[src/rtl/core/pmsm_pkg.sv]
package pmsm_pkg;

    localparam int unsigned NUM_LINES = 4;
    localparam int unsigned NUM_COLS  = 8;

    localparam logic [6:0] RST_BASE_NOTE = 7'd36;
    localparam logic [3:0] RST_CHANNEL   = 4'd0;
    localparam logic [6:0] VEL_ON        = 7'd64;
    localparam logic [6:0] CTL_ASO       = 7'd120;
    localparam logic [3:0] ST_NOTE_ON    = 4'h9;
    localparam logic [3:0] ST_NOTE_OFF   = 4'h8;
    localparam logic [3:0] ST_CONTROL    = 4'hB;

    localparam logic [1:0] CFG_BASE_NOTE     = 2'd0;
    localparam logic [1:0] CFG_START_CHANNEL = 2'd1;

    localparam logic [2:0] EV_MIDI       = 3'd0;
    localparam logic [2:0] EV_LED_NORMAL = 3'd1;
    localparam logic [2:0] EV_LED_CONFIG = 3'd2;
    localparam logic [2:0] EV_DIMMER     = 3'd3;
    localparam logic [2:0] EV_BRIGHTER   = 3'd4;
    localparam logic [2:0] EV_LED_RESET  = 3'd5;
    localparam logic [2:0] EV_STORE_CH   = 3'd6;

    typedef logic [4:0] upc_t;

    localparam upc_t PC_IDLE    = 5'd0;
    localparam upc_t PC_DISP    = 5'd1;
    localparam upc_t PC_PRESS_Q = 5'd2;
    localparam upc_t PC_REL     = 5'd3;
    localparam upc_t PC_MODE    = 5'd4;
    localparam upc_t PC_PED     = 5'd5;
    localparam upc_t PC_ASO     = 5'd6;
    localparam upc_t PC_LEDCFG  = 5'd7;
    localparam upc_t PC_CFG     = 5'd8;
    localparam upc_t PC_CHSEL   = 5'd9;
    localparam upc_t PC_LINE3   = 5'd10;
    localparam upc_t PC_RISE4   = 5'd11;
    localparam upc_t PC_RISE0   = 5'd12;
    localparam upc_t PC_RISE2   = 5'd13;
    localparam upc_t PC_FIN     = 5'd14;
    localparam upc_t PC_CHAN    = 5'd15;
    localparam upc_t PC_RSTLOOP = 5'd16;
    localparam upc_t PC_DIM     = 5'd17;
    localparam upc_t PC_BRI     = 5'd18;
    localparam upc_t PC_STORE0  = 5'd19;
    localparam upc_t PC_LEDRST  = 5'd20;

    typedef logic [3:0] emit_t;
    localparam emit_t E_NONE    = 4'd0;
    localparam emit_t E_PEDAL   = 4'd1;
    localparam emit_t E_NOTEOFF = 4'd2;
    localparam emit_t E_ASO     = 4'd3;
    localparam emit_t E_LEDCFG  = 4'd4;
    localparam emit_t E_LEDNORM = 4'd5;
    localparam emit_t E_CHAN    = 4'd6;
    localparam emit_t E_STORE0  = 4'd7;
    localparam emit_t E_DIM     = 4'd8;
    localparam emit_t E_BRI     = 4'd9;
    localparam emit_t E_LEDRST  = 4'd10;

    typedef logic [2:0] act_t;
    localparam act_t A_NONE     = 3'd0;
    localparam act_t A_LOAD     = 3'd1;
    localparam act_t A_RELEASE  = 3'd2;
    localparam act_t A_SET_HELD = 3'd3;
    localparam act_t A_IDX_INC  = 3'd4;
    localparam act_t A_SET_CHAN = 3'd5;
    localparam act_t A_CHAN_0   = 3'd6;
    localparam act_t A_COMMIT   = 3'd7;

    typedef logic [3:0] cond_t;
    localparam cond_t C_ALWAYS   = 4'd0;
    localparam cond_t C_IN_ACC   = 4'd1;
    localparam cond_t C_SAME     = 4'd2;
    localparam cond_t C_BTN      = 4'd3;
    localparam cond_t C_LINE_LO  = 4'd4;
    localparam cond_t C_LINE3    = 4'd5;
    localparam cond_t C_RISE_ANY = 4'd6;
    localparam cond_t C_RISE4    = 4'd7;
    localparam cond_t C_RISE0    = 4'd8;
    localparam cond_t C_RISE2    = 4'd9;
    localparam cond_t C_IDX_L8   = 4'd10;
    localparam cond_t C_IDX_L32  = 4'd11;

    typedef struct packed {
        emit_t emit;
        act_t  act;
        cond_t cond;
        upc_t  tgt_t;
        upc_t  tgt_f;
    } uword_t;

    typedef struct packed {
        logic in_acc;
        logic same;
        logic btn;
        logic line_lo;
        logic line3;
        logic rise_any;
        logic rise4;
        logic rise0;
        logic rise2;
        logic idx_l8;
        logic idx_l32;
    } flags_t;

endpackage

[src/rtl/core/pmsm_useq.sv]
module pmsm_useq
(
    input  logic             clk,
    input  logic             rst_n,
    input  logic             go,
    input  pmsm_pkg::flags_t flags,
    output pmsm_pkg::uword_t uword,
    output pmsm_pkg::upc_t   pc
);

    function automatic pmsm_pkg::uword_t rom(input pmsm_pkg::upc_t a);
        pmsm_pkg::uword_t w;
        w = '{pmsm_pkg::E_NONE, pmsm_pkg::A_NONE, pmsm_pkg::C_ALWAYS,
              pmsm_pkg::PC_IDLE, pmsm_pkg::PC_IDLE};
        case (a)
            pmsm_pkg::PC_IDLE:
                w = '{pmsm_pkg::E_NONE, pmsm_pkg::A_LOAD, pmsm_pkg::C_IN_ACC,
                      pmsm_pkg::PC_DISP, pmsm_pkg::PC_IDLE};
            pmsm_pkg::PC_DISP:
                w = '{pmsm_pkg::E_NONE, pmsm_pkg::A_NONE, pmsm_pkg::C_SAME,
                      pmsm_pkg::PC_MODE, pmsm_pkg::PC_PRESS_Q};
            pmsm_pkg::PC_PRESS_Q:
                w = '{pmsm_pkg::E_NONE, pmsm_pkg::A_NONE, pmsm_pkg::C_BTN,
                      pmsm_pkg::PC_ASO, pmsm_pkg::PC_REL};
            pmsm_pkg::PC_REL:
                w = '{pmsm_pkg::E_LEDNORM, pmsm_pkg::A_RELEASE, pmsm_pkg::C_ALWAYS,
                      pmsm_pkg::PC_PED, pmsm_pkg::PC_PED};
            pmsm_pkg::PC_MODE:
                w = '{pmsm_pkg::E_NONE, pmsm_pkg::A_NONE, pmsm_pkg::C_BTN,
                      pmsm_pkg::PC_CFG, pmsm_pkg::PC_PED};
            pmsm_pkg::PC_PED:
                w = '{pmsm_pkg::E_PEDAL, pmsm_pkg::A_IDX_INC, pmsm_pkg::C_IDX_L8,
                      pmsm_pkg::PC_FIN, pmsm_pkg::PC_PED};
            pmsm_pkg::PC_ASO:
                w = '{pmsm_pkg::E_ASO, pmsm_pkg::A_NONE, pmsm_pkg::C_ALWAYS,
                      pmsm_pkg::PC_LEDCFG, pmsm_pkg::PC_LEDCFG};
            pmsm_pkg::PC_LEDCFG:
                w = '{pmsm_pkg::E_LEDCFG, pmsm_pkg::A_SET_HELD, pmsm_pkg::C_ALWAYS,
                      pmsm_pkg::PC_CFG, pmsm_pkg::PC_CFG};
            pmsm_pkg::PC_CFG:
                w = '{pmsm_pkg::E_NONE, pmsm_pkg::A_NONE, pmsm_pkg::C_LINE_LO,
                      pmsm_pkg::PC_CHSEL, pmsm_pkg::PC_LINE3};
            pmsm_pkg::PC_CHSEL:
                w = '{pmsm_pkg::E_NONE, pmsm_pkg::A_NONE, pmsm_pkg::C_RISE_ANY,
                      pmsm_pkg::PC_CHAN, pmsm_pkg::PC_FIN};
            pmsm_pkg::PC_LINE3:
                w = '{pmsm_pkg::E_NONE, pmsm_pkg::A_NONE, pmsm_pkg::C_LINE3,
                      pmsm_pkg::PC_RISE4, pmsm_pkg::PC_FIN};
            pmsm_pkg::PC_RISE4:
                w = '{pmsm_pkg::E_NONE, pmsm_pkg::A_NONE, pmsm_pkg::C_RISE4,
                      pmsm_pkg::PC_RSTLOOP, pmsm_pkg::PC_RISE0};
            pmsm_pkg::PC_RISE0:
                w = '{pmsm_pkg::E_NONE, pmsm_pkg::A_NONE, pmsm_pkg::C_RISE0,
                      pmsm_pkg::PC_DIM, pmsm_pkg::PC_RISE2};
            pmsm_pkg::PC_RISE2:
                w = '{pmsm_pkg::E_NONE, pmsm_pkg::A_NONE, pmsm_pkg::C_RISE2,
                      pmsm_pkg::PC_BRI, pmsm_pkg::PC_FIN};
            pmsm_pkg::PC_FIN:
                w = '{pmsm_pkg::E_NONE, pmsm_pkg::A_COMMIT, pmsm_pkg::C_ALWAYS,
                      pmsm_pkg::PC_IDLE, pmsm_pkg::PC_IDLE};
            pmsm_pkg::PC_CHAN:
                w = '{pmsm_pkg::E_CHAN, pmsm_pkg::A_SET_CHAN, pmsm_pkg::C_ALWAYS,
                      pmsm_pkg::PC_FIN, pmsm_pkg::PC_FIN};
            pmsm_pkg::PC_RSTLOOP:
                w = '{pmsm_pkg::E_NOTEOFF, pmsm_pkg::A_IDX_INC, pmsm_pkg::C_IDX_L32,
                      pmsm_pkg::PC_STORE0, pmsm_pkg::PC_RSTLOOP};
            pmsm_pkg::PC_DIM:
                w = '{pmsm_pkg::E_DIM, pmsm_pkg::A_NONE, pmsm_pkg::C_ALWAYS,
                      pmsm_pkg::PC_FIN, pmsm_pkg::PC_FIN};
            pmsm_pkg::PC_BRI:
                w = '{pmsm_pkg::E_BRI, pmsm_pkg::A_NONE, pmsm_pkg::C_ALWAYS,
                      pmsm_pkg::PC_FIN, pmsm_pkg::PC_FIN};
            pmsm_pkg::PC_STORE0:
                w = '{pmsm_pkg::E_STORE0, pmsm_pkg::A_CHAN_0, pmsm_pkg::C_ALWAYS,
                      pmsm_pkg::PC_LEDRST, pmsm_pkg::PC_LEDRST};
            pmsm_pkg::PC_LEDRST:
                w = '{pmsm_pkg::E_LEDRST, pmsm_pkg::A_NONE, pmsm_pkg::C_ALWAYS,
                      pmsm_pkg::PC_FIN, pmsm_pkg::PC_FIN};
            default:
                w = '{pmsm_pkg::E_NONE, pmsm_pkg::A_NONE, pmsm_pkg::C_ALWAYS,
                      pmsm_pkg::PC_IDLE, pmsm_pkg::PC_IDLE};
        endcase
        return w;
    endfunction

    pmsm_pkg::upc_t pc_reg;
    pmsm_pkg::upc_t pc_next;
    logic           hit;

    assign uword = rom(pc_reg);
    assign pc    = pc_reg;

    always_comb
    begin
        case (uword.cond)
            pmsm_pkg::C_ALWAYS:   hit = 1'b1;
            pmsm_pkg::C_IN_ACC:   hit = flags.in_acc;
            pmsm_pkg::C_SAME:     hit = flags.same;
            pmsm_pkg::C_BTN:      hit = flags.btn;
            pmsm_pkg::C_LINE_LO:  hit = flags.line_lo;
            pmsm_pkg::C_LINE3:    hit = flags.line3;
            pmsm_pkg::C_RISE_ANY: hit = flags.rise_any;
            pmsm_pkg::C_RISE4:    hit = flags.rise4;
            pmsm_pkg::C_RISE0:    hit = flags.rise0;
            pmsm_pkg::C_RISE2:    hit = flags.rise2;
            pmsm_pkg::C_IDX_L8:   hit = flags.idx_l8;
            pmsm_pkg::C_IDX_L32:  hit = flags.idx_l32;
            default:              hit = 1'b1;
        endcase
    end

    always_comb
    begin
        pc_next = pc_reg;
        if (go)
        begin
            pc_next = hit ? uword.tgt_t : uword.tgt_f;
        end
    end

    always_ff @(posedge clk or negedge rst_n)
    begin
        if (!rst_n)
        begin
            pc_reg <= pmsm_pkg::PC_IDLE;
        end
        else
        begin
            pc_reg <= pc_next;
        end
    end

endmodule

[src/rtl/core/pedal_matrix_scan_to_midi_core.sv]
// channel  dir  handshake             payload
// in       in   in_valid/in_ready     column_bits, config_button
// out      out  out_valid/out_ready   event_kind, status_byte, data_one, data_two, last_of_run
// cfg      in   cfg_valid/cfg_ready   cfg_index, cfg_data
//
// One word at a time, stepped by a 21-entry microcode ROM. A pedal word runs the
// per-column loop over the 8 columns, after a release step when it leaves config
// mode; a config word may run a channel reset (32-step sweep over the stored bits).
// Events go through a one-deep pending stage so the last one can be flagged;
// output stalls hold the sequencer. Register writes are taken only while idle.
// Reset: channel 0, base note 36, all stored bits clear.
module pedal_matrix_scan_to_midi_core
(
    input  logic       clk,
    input  logic       rst_n,
    input  logic       in_valid,
    output logic       in_ready,
    input  logic [7:0] column_bits,
    input  logic       config_button,
    output logic       out_valid,
    input  logic       out_ready,
    output logic [2:0] event_kind,
    output logic [7:0] status_byte,
    output logic [6:0] data_one,
    output logic [6:0] data_two,
    output logic       last_of_run,
    input  logic       cfg_valid,
    output logic       cfg_ready,
    input  logic [1:0] cfg_index,
    input  logic [6:0] cfg_data
);

    typedef struct packed {
        logic [2:0] kind;
        logic [7:0] status;
        logic [6:0] d1;
        logic [6:0] d2;
    } evt_t;

    function automatic logic [2:0] low_idx(input logic [7:0] v);
        logic [2:0] r;
        r = 3'd0;
        for (int i = 7; i >= 0; i--)
        begin
            if (v[i])
            begin
                r = 3'(i);
            end
        end
        return r;
    endfunction

    pmsm_pkg::uword_t uword;
    pmsm_pkg::upc_t   pc;
    pmsm_pkg::flags_t flags;
    logic             go;

    logic [6:0] base_reg;
    logic [3:0] chan_reg;
    logic [1:0] line_reg;
    logic       held_reg;
    logic [7:0] line_bits_reg [pmsm_pkg::NUM_LINES];
    logic [7:0] bits_reg;
    logic       btn_reg;
    logic [4:0] idx_reg;

    logic       pend_valid_reg;
    evt_t       pend_reg;
    logic       out_valid_reg;
    evt_t       out_reg;
    logic       last_reg;

    logic [1:0] rd_sel;
    logic [7:0] rd_row;
    logic [7:0] rise;
    logic [2:0] rise_low;
    logic [3:0] new_chan;
    logic [4:0] pedal_no;
    logic [6:0] note;
    logic       emit_eff;
    evt_t       new_evt;
    logic       commit;
    logic       push_need;
    logic       slot_free;

    pmsm_useq u_seq
    (
        .clk   (clk),
        .rst_n (rst_n),
        .go    (go),
        .flags (flags),
        .uword (uword),
        .pc    (pc)
    );

    assign in_ready  = (pc == pmsm_pkg::PC_IDLE);
    assign cfg_ready = (pc == pmsm_pkg::PC_IDLE);

    assign rd_sel   = (uword.emit == pmsm_pkg::E_NOTEOFF) ? idx_reg[4:3] : line_reg;
    assign rd_row   = line_bits_reg[rd_sel];
    assign rise     = bits_reg & ~rd_row;
    assign rise_low = low_idx(rise);
    assign new_chan = {line_reg[0], rise_low};
    assign pedal_no = (uword.emit == pmsm_pkg::E_NOTEOFF) ? idx_reg
                                                         : {line_reg, idx_reg[2:0]};
    assign note     = base_reg + {2'b00, pedal_no};

    assign flags.in_acc   = in_valid;
    assign flags.same     = (btn_reg == held_reg);
    assign flags.btn      = btn_reg;
    assign flags.line_lo  = ~line_reg[1];
    assign flags.line3    = (line_reg == 2'd3);
    assign flags.rise_any = |rise;
    assign flags.rise4    = rise[4];
    assign flags.rise0    = rise[0];
    assign flags.rise2    = rise[2];
    assign flags.idx_l8   = (idx_reg[2:0] == 3'd7);
    assign flags.idx_l32  = (idx_reg == 5'd31);

    always_comb
    begin
        emit_eff = 1'b1;
        new_evt  = '{pmsm_pkg::EV_MIDI, 8'd0, 7'd0, 7'd0};
        case (uword.emit)
            pmsm_pkg::E_NONE:
            begin
                emit_eff = 1'b0;
            end
            pmsm_pkg::E_PEDAL:
            begin
                emit_eff = bits_reg[idx_reg[2:0]] ^ rd_row[idx_reg[2:0]];
                new_evt  = '{pmsm_pkg::EV_MIDI, {pmsm_pkg::ST_NOTE_ON, chan_reg}, note,
                             bits_reg[idx_reg[2:0]] ? pmsm_pkg::VEL_ON : 7'd0};
            end
            pmsm_pkg::E_NOTEOFF:
            begin
                emit_eff = rd_row[idx_reg[2:0]];
                new_evt  = '{pmsm_pkg::EV_MIDI, {pmsm_pkg::ST_NOTE_OFF, chan_reg}, note,
                             pmsm_pkg::VEL_ON};
            end
            pmsm_pkg::E_ASO:
            begin
                new_evt = '{pmsm_pkg::EV_MIDI, {pmsm_pkg::ST_CONTROL, chan_reg},
                            pmsm_pkg::CTL_ASO, 7'd0};
            end
            pmsm_pkg::E_LEDCFG:  new_evt.kind = pmsm_pkg::EV_LED_CONFIG;
            pmsm_pkg::E_LEDNORM: new_evt.kind = pmsm_pkg::EV_LED_NORMAL;
            pmsm_pkg::E_CHAN:
            begin
                new_evt.kind = pmsm_pkg::EV_STORE_CH;
                new_evt.d1   = {3'b000, new_chan};
            end
            pmsm_pkg::E_STORE0:  new_evt.kind = pmsm_pkg::EV_STORE_CH;
            pmsm_pkg::E_DIM:     new_evt.kind = pmsm_pkg::EV_DIMMER;
            pmsm_pkg::E_BRI:     new_evt.kind = pmsm_pkg::EV_BRIGHTER;
            pmsm_pkg::E_LEDRST:  new_evt.kind = pmsm_pkg::EV_LED_RESET;
            default:
            begin
                emit_eff = 1'b0;
            end
        endcase
    end

    assign commit    = (uword.act == pmsm_pkg::A_COMMIT);
    assign push_need = pend_valid_reg & (emit_eff | commit);
    assign slot_free = ~out_valid_reg | out_ready;
    assign go        = ~(push_need & ~slot_free);

    // control state
    always_ff @(posedge clk or negedge rst_n)
    begin
        if (!rst_n)
        begin
            base_reg       <= pmsm_pkg::RST_BASE_NOTE;
            chan_reg       <= pmsm_pkg::RST_CHANNEL;
            line_reg       <= 2'd0;
            held_reg       <= 1'b0;
            idx_reg        <= 5'd0;
            pend_valid_reg <= 1'b0;
            out_valid_reg  <= 1'b0;
            for (int i = 0; i < pmsm_pkg::NUM_LINES; i++)
            begin
                line_bits_reg[i] <= 8'd0;
            end
        end
        else
        begin
            if (cfg_valid && cfg_ready)
            begin
                case (cfg_index)
                    pmsm_pkg::CFG_BASE_NOTE:     base_reg <= cfg_data;
                    pmsm_pkg::CFG_START_CHANNEL: chan_reg <= cfg_data[3:0];
                    default:                     ;
                endcase
            end

            if (go && push_need)
            begin
                out_valid_reg <= 1'b1;
            end
            else if (out_ready)
            begin
                out_valid_reg <= 1'b0;
            end

            if (go)
            begin
                if (emit_eff)
                begin
                    pend_valid_reg <= 1'b1;
                end
                else if (commit)
                begin
                    pend_valid_reg <= 1'b0;
                end

                case (uword.act)
                    pmsm_pkg::A_LOAD:     idx_reg <= 5'd0;
                    pmsm_pkg::A_IDX_INC:  idx_reg <= idx_reg + 5'd1;
                    pmsm_pkg::A_SET_HELD: held_reg <= 1'b1;
                    pmsm_pkg::A_RELEASE:
                    begin
                        held_reg <= 1'b0;
                        for (int i = 0; i < pmsm_pkg::NUM_LINES; i++)
                        begin
                            line_bits_reg[i] <= 8'd0;
                        end
                    end
                    pmsm_pkg::A_SET_CHAN: chan_reg <= new_chan;
                    pmsm_pkg::A_CHAN_0:   chan_reg <= 4'd0;
                    pmsm_pkg::A_COMMIT:
                    begin
                        line_bits_reg[line_reg] <= bits_reg;
                        line_reg                <= line_reg + 2'd1;
                    end
                    default:              ;
                endcase
            end
        end
    end

    // payload
    always_ff @(posedge clk)
    begin
        if (in_valid && in_ready)
        begin
            bits_reg <= column_bits;
            btn_reg  <= config_button;
        end
        if (go)
        begin
            if (push_need)
            begin
                out_reg  <= pend_reg;
                last_reg <= commit;
            end
            if (emit_eff)
            begin
                pend_reg <= new_evt;
            end
        end
    end

    assign out_valid   = out_valid_reg;
    assign event_kind  = out_reg.kind;
    assign status_byte = out_reg.status;
    assign data_one    = out_reg.d1;
    assign data_two    = out_reg.d2;
    assign last_of_run = last_reg;

endmodule

[config.mk]
export PLATFORM = sky130hd
export DESIGN_NAME = pedal_matrix_scan_to_midi_core
export DESIGN_NICKNAME = d
export VERILOG_FILES = /design/src/rtl/core/pmsm_pkg.sv /design/src/rtl/core/pmsm_useq.sv /design/src/rtl/core/pedal_matrix_scan_to_midi_core.sv
export SDC_FILE = /design/constraint.sdc
export NUM_CORES = 1
export LEC_CHECK = 0
export ABC_CLOCK_PERIOD_IN_PS = 6700
export BUFFER_PORTS_ARGS = -buffer_cell sky130_fd_sc_hd__clkbuf_2
export CELL_PAD_IN_SITES_DETAIL_PLACEMENT = 0
export CELL_PAD_IN_SITES_GLOBAL_PLACEMENT = 1
export CORE_MARGIN = 2
export CORE_UTILIZATION = 48
export CTS_CLUSTER_DIAMETER = 40
export DETAILED_ROUTE_END_ITERATION = 8
export GPL_TIMING_DRIVEN = 0
export PLACE_DENSITY = 0.82
export SYNTH_ARGS = -nofsm -noshare
export SYNTH_HDL_FRONTEND = slang
export SYNTH_SLANG_ARGS = --single-unit
export TNS_END_PERCENT = 5
[constraint.sdc]
create_clock -name clk -period 6.7 [get_ports clk]
set_clock_uncertainty 0.2 [all_clocks]
set_input_delay 0.335 -clock clk [delete_from_list [all_inputs] [get_ports clk]]
set_output_delay 0.335 -clock clk [all_outputs]
set_load 0.02 [all_outputs]
==> impl_metrics.yaml <==
setup_path:
  cp-end-kind: "flip-flop"
  slowest_stage: "o31ai_2"
  cpMostUsedCell: "o221ai_1"
  cpPeakStageDelay_ns: 0.83
  path_buf_inv: 2
  start_kind: "flip-flop"
  critPathKind: "reg -> reg"
  crit_fanout: 10
  cp_data_required_time_ns: 6.78
  cp.arrival_ns: 5.62
  path_cells: "inv_1, ha_1, a21oi_1, o221ai_1, nor3_2, mux2i_2, inv_2, and2_1, a22oi_1, o2111ai_1, o31ai_2, mux2i_1, o221ai_1, a31oi_1"
  rrSetupSlack_ns: 1.17
  critical_path.top_delay_family: "compound AO/OA/AOI/OAI gates"
finish:
  n_antenna_cell: 0
  areaGrowthSynthToFinish_pct: 14.7
  layout-drive-gt1-share_pct: 17.4
  layout.nets: 671
  largest_register_ffs: 32
  design_area_um2: 6880
pwr:
  power.internal_mw: 1.88
  p_comb_share_pct: 52.8
  p_leak_nw: 2.86
  p_per_area_nw_per_um2: 493
  p_seq_share_pct: 32.1
  swShare_pct: 44.6
  p_total_mw: 3.39
  pwr-share-clk_pct: 15.1
  vdd_drop_max_uv: 223
  switchingPower_mw: 1.51
placed_design:
  dp_hpwl_um: 10800
  place_area_um2: 6450
  io_buffers: 44
  place_congestion: 0.901
  pre_cts_ws_ns: 0.982
timing:
  slew-limit-headroom_pct: 40.5
  setup_tns_ns: 0
  setup_slack_ns: 1.17
  period_needed_ns: 5.53
  fin_crit_sh_pct: 82.6
  rsz0062_at_grt: "false"
  worst_pin_slew_ns: 0.887
  hold_violations: 0
  setup_viol: 0
  slew_violations: 0
  timing.fmax_ghz: 0.181
logic_synthesis:
  yosysTopAreaCellShare_pct: 23.4
  yosysSeqAreaShare_pct: 47.3
  ys_ff_latch: 104
  avgSynthCellArea_um2: 10.8
  netlist_area_um2: 5990
  ys_types: 71
  synth_edf_count: 46
  synth_flop_cell: "dfrtp_1"
  yosys_warnings: 0
  synth.area.top_cells: "dfrtp_1 23%, edfxtp_1 23%, a22o_1 4.8%"
  synth_area_leader_cell: "dfrtp_1"
  synthArstFlopShare_pct: 55.8
  synth_commonest_cells: "56 x dfrtp_1, 46 x edfxtp_1, 45 x nor2_1"
  synthCells: 554
  synth.most_common_cell: "dfrtp_1"
global_routing:
  grtUsageTotal_pct: 22.8
  grt_antenna_before_repair: 0
  grt_pass1_wl_um: 23300
  grt_overflow: 0
  grt_pass1_vias: 4469
  grt_max_degree: 59
cts:
  htreeDepth: 3
  clk_pin_slew_worst_paths_ns: 0.08
  cts_tree: "done"
  clk_latency_ns: 0.36
  cts_root_buffer: "clkbuf_16"
  cts_made_buffers: 9
  cts_buffer_depth: 2
  cts.sinks: 104
floorplanning:
  num_io_pins: 52
  die_area_um2: 13400
  core_area_um2: 12100
  fp.dieH_um: 116
  start_util_pct: 49.5
  die_width_um: 116
  rows: 40
detailed_routing:
  drt_iter0_markers: 280
  ant_nets: 0
  via_per_inst: 5.88
  wl_per_cell_um: 18.3
  drc: 0
  drt-pass1-iter-count: 5
  wl_um: 14700
  dr_total_vias: 4714
job:
  cap_violations: 0
run_status:
  status: "finished, final reports clean"
hold_path:
  hold_path.class: "in -> reg"
## area by class of cell
| type | count | area, um2 |
|---|---|---|
| inverter | 20 | 75.1 |
| sequential | 104 | 2840 |
| clock buffer | 9 | 225 |
| buffer | 35 | 185 |
| clock inverter | 7 | 62.6 |
| timing repair buffer | 58 | 360 |
| fill | 1087 | 5240 |
| tap | 168 | 210 |
| multi-input combinational | 401 | 2920 |
## worst reg2reg max path: stages, from the launching register on
cell       delay (ns)
dfrtp_1          0.55
inv_1            0.22
ha_1             0.43
a21oi_1          0.21
o221ai_1         0.40
nor3_2           0.53
mux2i_2          0.46
inv_2            0.20
and2_1           0.21
a22oi_1          0.30
o2111ai_1        0.27
o31ai_2          0.83
mux2i_1          0.28
o221ai_1         0.16
a31oi_1          0.21
## timing repair
action                                 in CTS  in global routing
endpoints found under the hold margin      68                  0
resized for setup                           0                  0
hold buffers                               13                  0
setup buffers                               0                  0
## kinds of logic after synthesis
logic type,after synthesis,synth area share [%]
AO/OA/AOI/OAI,174,21.3
XOR/XNOR,7,1.02
adder cells (fa/ha/maj),20,4.26
buffers and inverters,55,4.34
flip-flops,104,47.3
multiplexers,40,8.62
other,1,0.0626
AND/OR/NAND/NOR,153,13.1
## path summary, 6_finish.rpt
path | from | to | cells past startpoint
worst max register to register | u_seq.pc[1] | u_seq.pc[3] | 14
max in group asynchronous | rst_n | chan_reg[3] | 2
worst min register to register | pend_reg[23] | event_kind[1] | 0
min in group asynchronous | rst_n | line_reg[1] | 2
worst max-delay path | u_seq.pc[1] | u_seq.pc[3] | 14
worst min-delay path | cfg_data[3] | base_reg[3] | 2
## stage by stage
stage	instances	hold WS (ns)	utilization, %
finish	802	0.0455	56.8
global route	802	0.0365	56.8
CTS	801	0.0403	56.7
detailed placement	772	0.205	53.2
global placement	772	0.203	53.2
floorplan	560	-0.161	-
## power groups by stage
stage | sequential [mW] | combinational, mW | clock, mW
5_1_grt | 1.12 | 1.96 | 0.549
6_report | 1.09 | 1.79 | 0.513
4_1_cts | 1.10 | 1.75 | 0.525
3_5_place_dp | 1.11 | 1.74 | 0
2_1_floorplan | 1.15 | 1.23 | 0
3_3_place_gp | 1.10 | 1.71 | 0
## routing by layer
metal | up-vias | GRT usage, % | wire length (um)
met1 | 2302 | 29.8 | 6560
li1 | 2237 | - | -
met4 | 0 | 8.89 | 340
met3 | 24 | 3.82 | 631
met5 | - | 0 | 0
met2 | 151 | 38.1 | 7150
## cell usage in the layout (no fill, tap or decap), types with 15 or more instances in the layout
| master | n |
|---|---|
| ha_1 | 18 |
| o21ai_0 | 32 |
| mux2i_1 | 21 |
| dfrtp_1 | 56 |
| nand2_1 | 28 |
| nor2_1 | 44 |
| clkbuf_2 | 43 |
| inv_1 | 18 |
| a21oi_1 | 29 |
| a22o_1 | 33 |
| and2_1 | 15 |
| edfxtp_1 | 46 |
Note: power is estimated with default switching activity, not from simulation.
